==> src/hdl/indexed_sequence_store_defines.svh <==
// Assertion macros used by the top RTL file of the indexed sequence store.
// Each use stands on a line of its own and carries its own semicolon.
`ifndef INDEXED_SEQUENCE_STORE_DEFINES_SVH
`define INDEXED_SEQUENCE_STORE_DEFINES_SVH

`ifndef SYNTH
// Check a property at every rising edge outside reset.
`define ISQ_ASSERT(lbl, clk, rst_n, prop) \
  lbl: assert property (@(posedge clk) disable iff (!rst_n) (prop)) \
    else $error("indexed_sequence_store: assertion failed");
// Check that a condition implies another in the next cycle.
`define ISQ_ASSERT_NEXT(lbl, clk, rst_n, ante, cons) \
  lbl: assert property (@(posedge clk) disable iff (!rst_n) (ante) |=> (cons)) \
    else $error("indexed_sequence_store: assertion failed");
`else
`define ISQ_ASSERT(lbl, clk, rst_n, prop)
`define ISQ_ASSERT_NEXT(lbl, clk, rst_n, ante, cons)
`endif

`endif

==> src/hdl/isq_pkg.sv <==
package isq_pkg;

  // Field widths fixed by the word formats
  localparam int unsigned POS_W = 7;
  localparam int unsigned VAL_W = 32;
  localparam int unsigned CNT_OUT_W = 7;

  // Request codes
  localparam logic [1:0] REQ_READ   = 2'd0;
  localparam logic [1:0] REQ_INSERT = 2'd1;
  localparam logic [1:0] REQ_DELETE = 2'd2;

  // Status codes
  localparam logic [1:0] ST_DONE  = 2'd0;
  localparam logic [1:0] ST_RANGE = 2'd1;
  localparam logic [1:0] ST_FULL  = 2'd2;

  // Read value for a position past the end
  localparam logic signed [VAL_W-1:0] RD_INVALID = -32'sd1;

  typedef struct packed {
    logic [1:0]              req_type;
    logic [POS_W-1:0]        position;
    logic signed [VAL_W-1:0] value;
  } in_word_t;

  typedef struct packed {
    logic signed [VAL_W-1:0] read_value;
    logic [1:0]              status;
    logic [CNT_OUT_W-1:0]    item_count;
  } out_word_t;

  // Control broadcast to every cell of the chain
  typedef struct packed {
    logic             ins;
    logic             del;
    logic [POS_W-1:0] pos;
    logic [VAL_W-1:0] value;
  } cell_ctl_t;

endpackage

==> src/hdl/isq_cell.sv <==
module isq_cell #(
  parameter int unsigned IDX = 0
) (
  input  logic                     clk,
  input  isq_pkg::cell_ctl_t       ctl,
  input  logic [isq_pkg::VAL_W-1:0] left_val,
  input  logic [isq_pkg::VAL_W-1:0] right_val,
  output logic [isq_pkg::VAL_W-1:0] val
);

  logic [isq_pkg::VAL_W-1:0] val_r;
  logic [isq_pkg::VAL_W-1:0] val_nxt;
  logic [31:0]               pos_w;

  assign pos_w = 32'(ctl.pos);

  // Load on insert at this slot, take left neighbor above an insert,
  // take right neighbor at or above a delete, else hold
  always_comb begin
    val_nxt = val_r;
    priority if (ctl.ins && pos_w == IDX) begin
      val_nxt = ctl.value;
    end else if (ctl.ins && pos_w < IDX) begin
      val_nxt = left_val;
    end else if (ctl.del && pos_w <= IDX) begin
      val_nxt = right_val;
    end else begin
      val_nxt = val_r;
    end
  end

  always_ff @(posedge clk) begin
    val_r <= val_nxt;
  end

  assign val = val_r;

endmodule

==> config.mk <==
export PLATFORM = sky130hd
export DESIGN_NAME = isq_cell
export DESIGN_NICKNAME = d
export VERILOG_FILES = /design/src/hdl/indexed_sequence_store_defines.svh /design/src/hdl/isq_pkg.sv /design/src/hdl/isq_cell.sv
export SDC_FILE = /design/constraint.sdc
export NUM_CORES = 1
export LEC_CHECK = 0
export ABC_AREA = 1
export BUFFER_PORTS_ARGS = -buffer_cell sky130_fd_sc_hd__buf_2
export CAP_MARGIN = 20
export CORE_MARGIN = 1
export CORE_UTILIZATION = 34
export CTS_CLUSTER_DIAMETER = 100
export DETAILED_ROUTE_END_ITERATION = 6
export PLACE_DENSITY = 0.81
export REMOVE_ABC_BUFFERS = 1
export SYNTH_ARGS = -nofsm -noshare
export SYNTH_HDL_FRONTEND = slang
export SYNTH_SLANG_ARGS = --single-unit
==> constraint.sdc <==
create_clock -name clk -period 1.8 [get_ports clk]
set_input_delay 0.27 -clock clk [delete_from_list [all_inputs] [get_ports clk]]
set_output_delay 0.27 -clock clk [all_outputs]
set_load 0.02 [all_outputs]
==> impl_metrics.env <==
export IMPL_hold_buffers=0
export IMPL_root_buffer="clkbuf_8"
export IMPL_cts_path_max_buffers=2
export IMPL_final_common_cell="buf_2"
export IMPL_start_util_pct=35.45
export IMPL_grt_first_pass_wirelength_mm=6.065
export IMPL_portBuffers=105
export IMPL_min_from="right_val[30]"
export IMPL_htree_num_levels=2
export IMPL_finalMaxSlewViolations=0
export IMPL_hold_viol=0
export IMPL_synth_area_um2=1554
export IMPL_final_cell_mix="105 x buf_2, 70 x nand2_1, 33 x nand3_1, 32 x edfxtp_1, 5 x clkbuf_8"
export IMPL_slowest_stage="edfxtp_1"
export IMPL_fillers=441
export IMPL_vias=1486
export IMPL_area_delta_synth_final_pct=39.29
export IMPL_path_delay_family="flip-flops"
export IMPL_setup_tns_ps=0
export IMPL_synth_cells=157
export IMPL_clk_pin_slew_ps=60
export IMPL_drive_above_1_share_pct=45.08
export IMPL_cts_sinks=32
export IMPL_period_share_pct=61.44
export IMPL_syn_area_per_cell_um2=9.898
export IMPL_crit_required_ps=1530
export IMPL_crit_chain="buf_2"
export IMPL_holdPathEnd="val[30]"
export IMPL_place_ws_ps=411.0
export IMPL_power_density_nw_per_um2=678.6
export IMPL_setup_worst_path_end_class="primary output"
export IMPL_p_leak_nw=1.087
export IMPL_die_area_um2=4845
export IMPL_finalWorstSetupSlack_ps=694.1
export IMPL_grt_pass1_vias=1360
export IMPL_max_stage_delay_ps=390
export IMPL_grt_use_total_pct=16.38
export IMPL_hold_ws_ps=259.1
export IMPL_hpwl_mm=2.654
export IMPL_cts_resized_gates=0
export IMPL_vias_per_cell=4.703
export IMPL_first_pass_iters=6
export IMPL_setup_viol=0
export IMPL_die_w_um=69.61
export IMPL_ant_nets=0
export IMPL_maxClockFrequency_mhz=904.3
export IMPL_antenna_found_initial=0
export IMPL_placed_cells=309
export IMPL_slew_headroom_pct=77.26
export IMPL_drtIter0Drc=92
export IMPL_vdd_drop_max_uv=289.4
export IMPL_cts_setup_buffers=0
export IMPL_core_um2=4384
export IMPL_synth_seq_cells=32
export IMPL_num_io_pins=138
export IMPL_largest_reg_flops=32
export IMPL_cts_tree="done"
export IMPL_std_cell_rows=24
export IMPL_synth_distinct_cells=10
export IMPL_critical_path_arrival_ps=840
export IMPL_finalWeightedCongestion=0.6976
export IMPL_maxCapViolations=0
export IMPL_whs_path_depth=3
export IMPL_worst_pin_slew_ps=341.2
export IMPL_min_path_type="in2reg"
export IMPL_cts_inserted_buffers=5
export IMPL_rsz0062_at_grt="no"
export IMPL_path_class="reg2out"
export IMPL_final_area_um2=2165
export IMPL_overflow=0
export IMPL_drc_errors=0
export IMPL_antenna_cells=0
export IMPL_stdcell_count=316
export IMPL_yosys_warnings=0
export IMPL_final_nets=370
export IMPL_wl_per_cell_um=11.86
export IMPL_min_period_ps=1106
export IMPL_place_area_um2=2088
export IMPL_yosysSeqAreaShare_pct=61.84
export IMPL_critPathLaunchType="register"
export IMPL_cp_num_cells=1
export IMPL_die_h_um=69.61
export IMPL_outcome="complete, no violations"
export IMPL_path_buf_inv=1
export IMPL_crit_fanout=1
export IMPL_grt_max_degree=33
export IMPL_wirelength_mm=3.748
## Yosys cell counts
master | number | area share, %
nand3_2 | 1 | 0.64
nor2_4 | 1 | 0.72
buf_6 | 9 | 6.5
nand2_1 | 70 | 17
edfxtp_1 | 32 | 62
nor2_1 | 4 | 0.97
inv_2 | 2 | 0.48
buf_2 | 1 | 0.32
nand3_1 | 33 | 11
inv_1 | 4 | 0.97
## kinds of logic after synthesis
family                 share of synthesized area [%]
and+or+nand+nor                                29.87
DFF                                            61.84
buffers and inverters                          8.293
## routing by layer
layer / vias to the layer above / track usage [%] / routed length (um) / share of wire [%]
li1: 735 / - / - / -
met1: 669 / 18.48 / 1485 / 40
met2: 76 / 28.48 / 1915 / 51
met3: 6 / 5.087 / 282 / 7.5
met4: 0 / 6.803 / 64 / 1.7
met5: - / 0 / 0 / 0
## through the flow
stage,utilization (%),total power [mW]
final,49.37,1.469
after global routing,49.37,1.545
after CTS,49.37,1.494
after detailed placement,47.63,0.9961
after global placement,47.63,0.9914
after floorplan,-,0.8891
## worst max path at each step
stage                   end    start  slack [ps]
CTS                 val[15]  val[15]         700
finish               val[6]   val[6]         690
floorplan            val[0]  ctl[32]        -280
global route         val[3]  ctl[38]         590
global placement    val[19]  ctl[38]         450
detailed placement   val[5]  ctl[36]         410
## layout make-up
cell class | instances | area [um2] | area share, %
multi-input combinational | 109 | 464.2 | 21.45
sequential | 32 | 960.9 | 44.39
timing repair buffer | 110 | 575.6 | 26.59
clock buffer | 5 | 68.82 | 3.179
tap | 52 | 65.06 | 3.006
clock inverter | 2 | 7.507 | 0.3468
inverter | 6 | 22.52 | 1.040
## report_power, final
| part | switching [mW] | internal, mW |
|---|---|---|
| Sequential | 0.00109 | 0.826 |
| Clock | 0.235 | 0.254 |
| Combinational | 0.0725 | 0.0799 |
(Power assumes the default switching activity.)
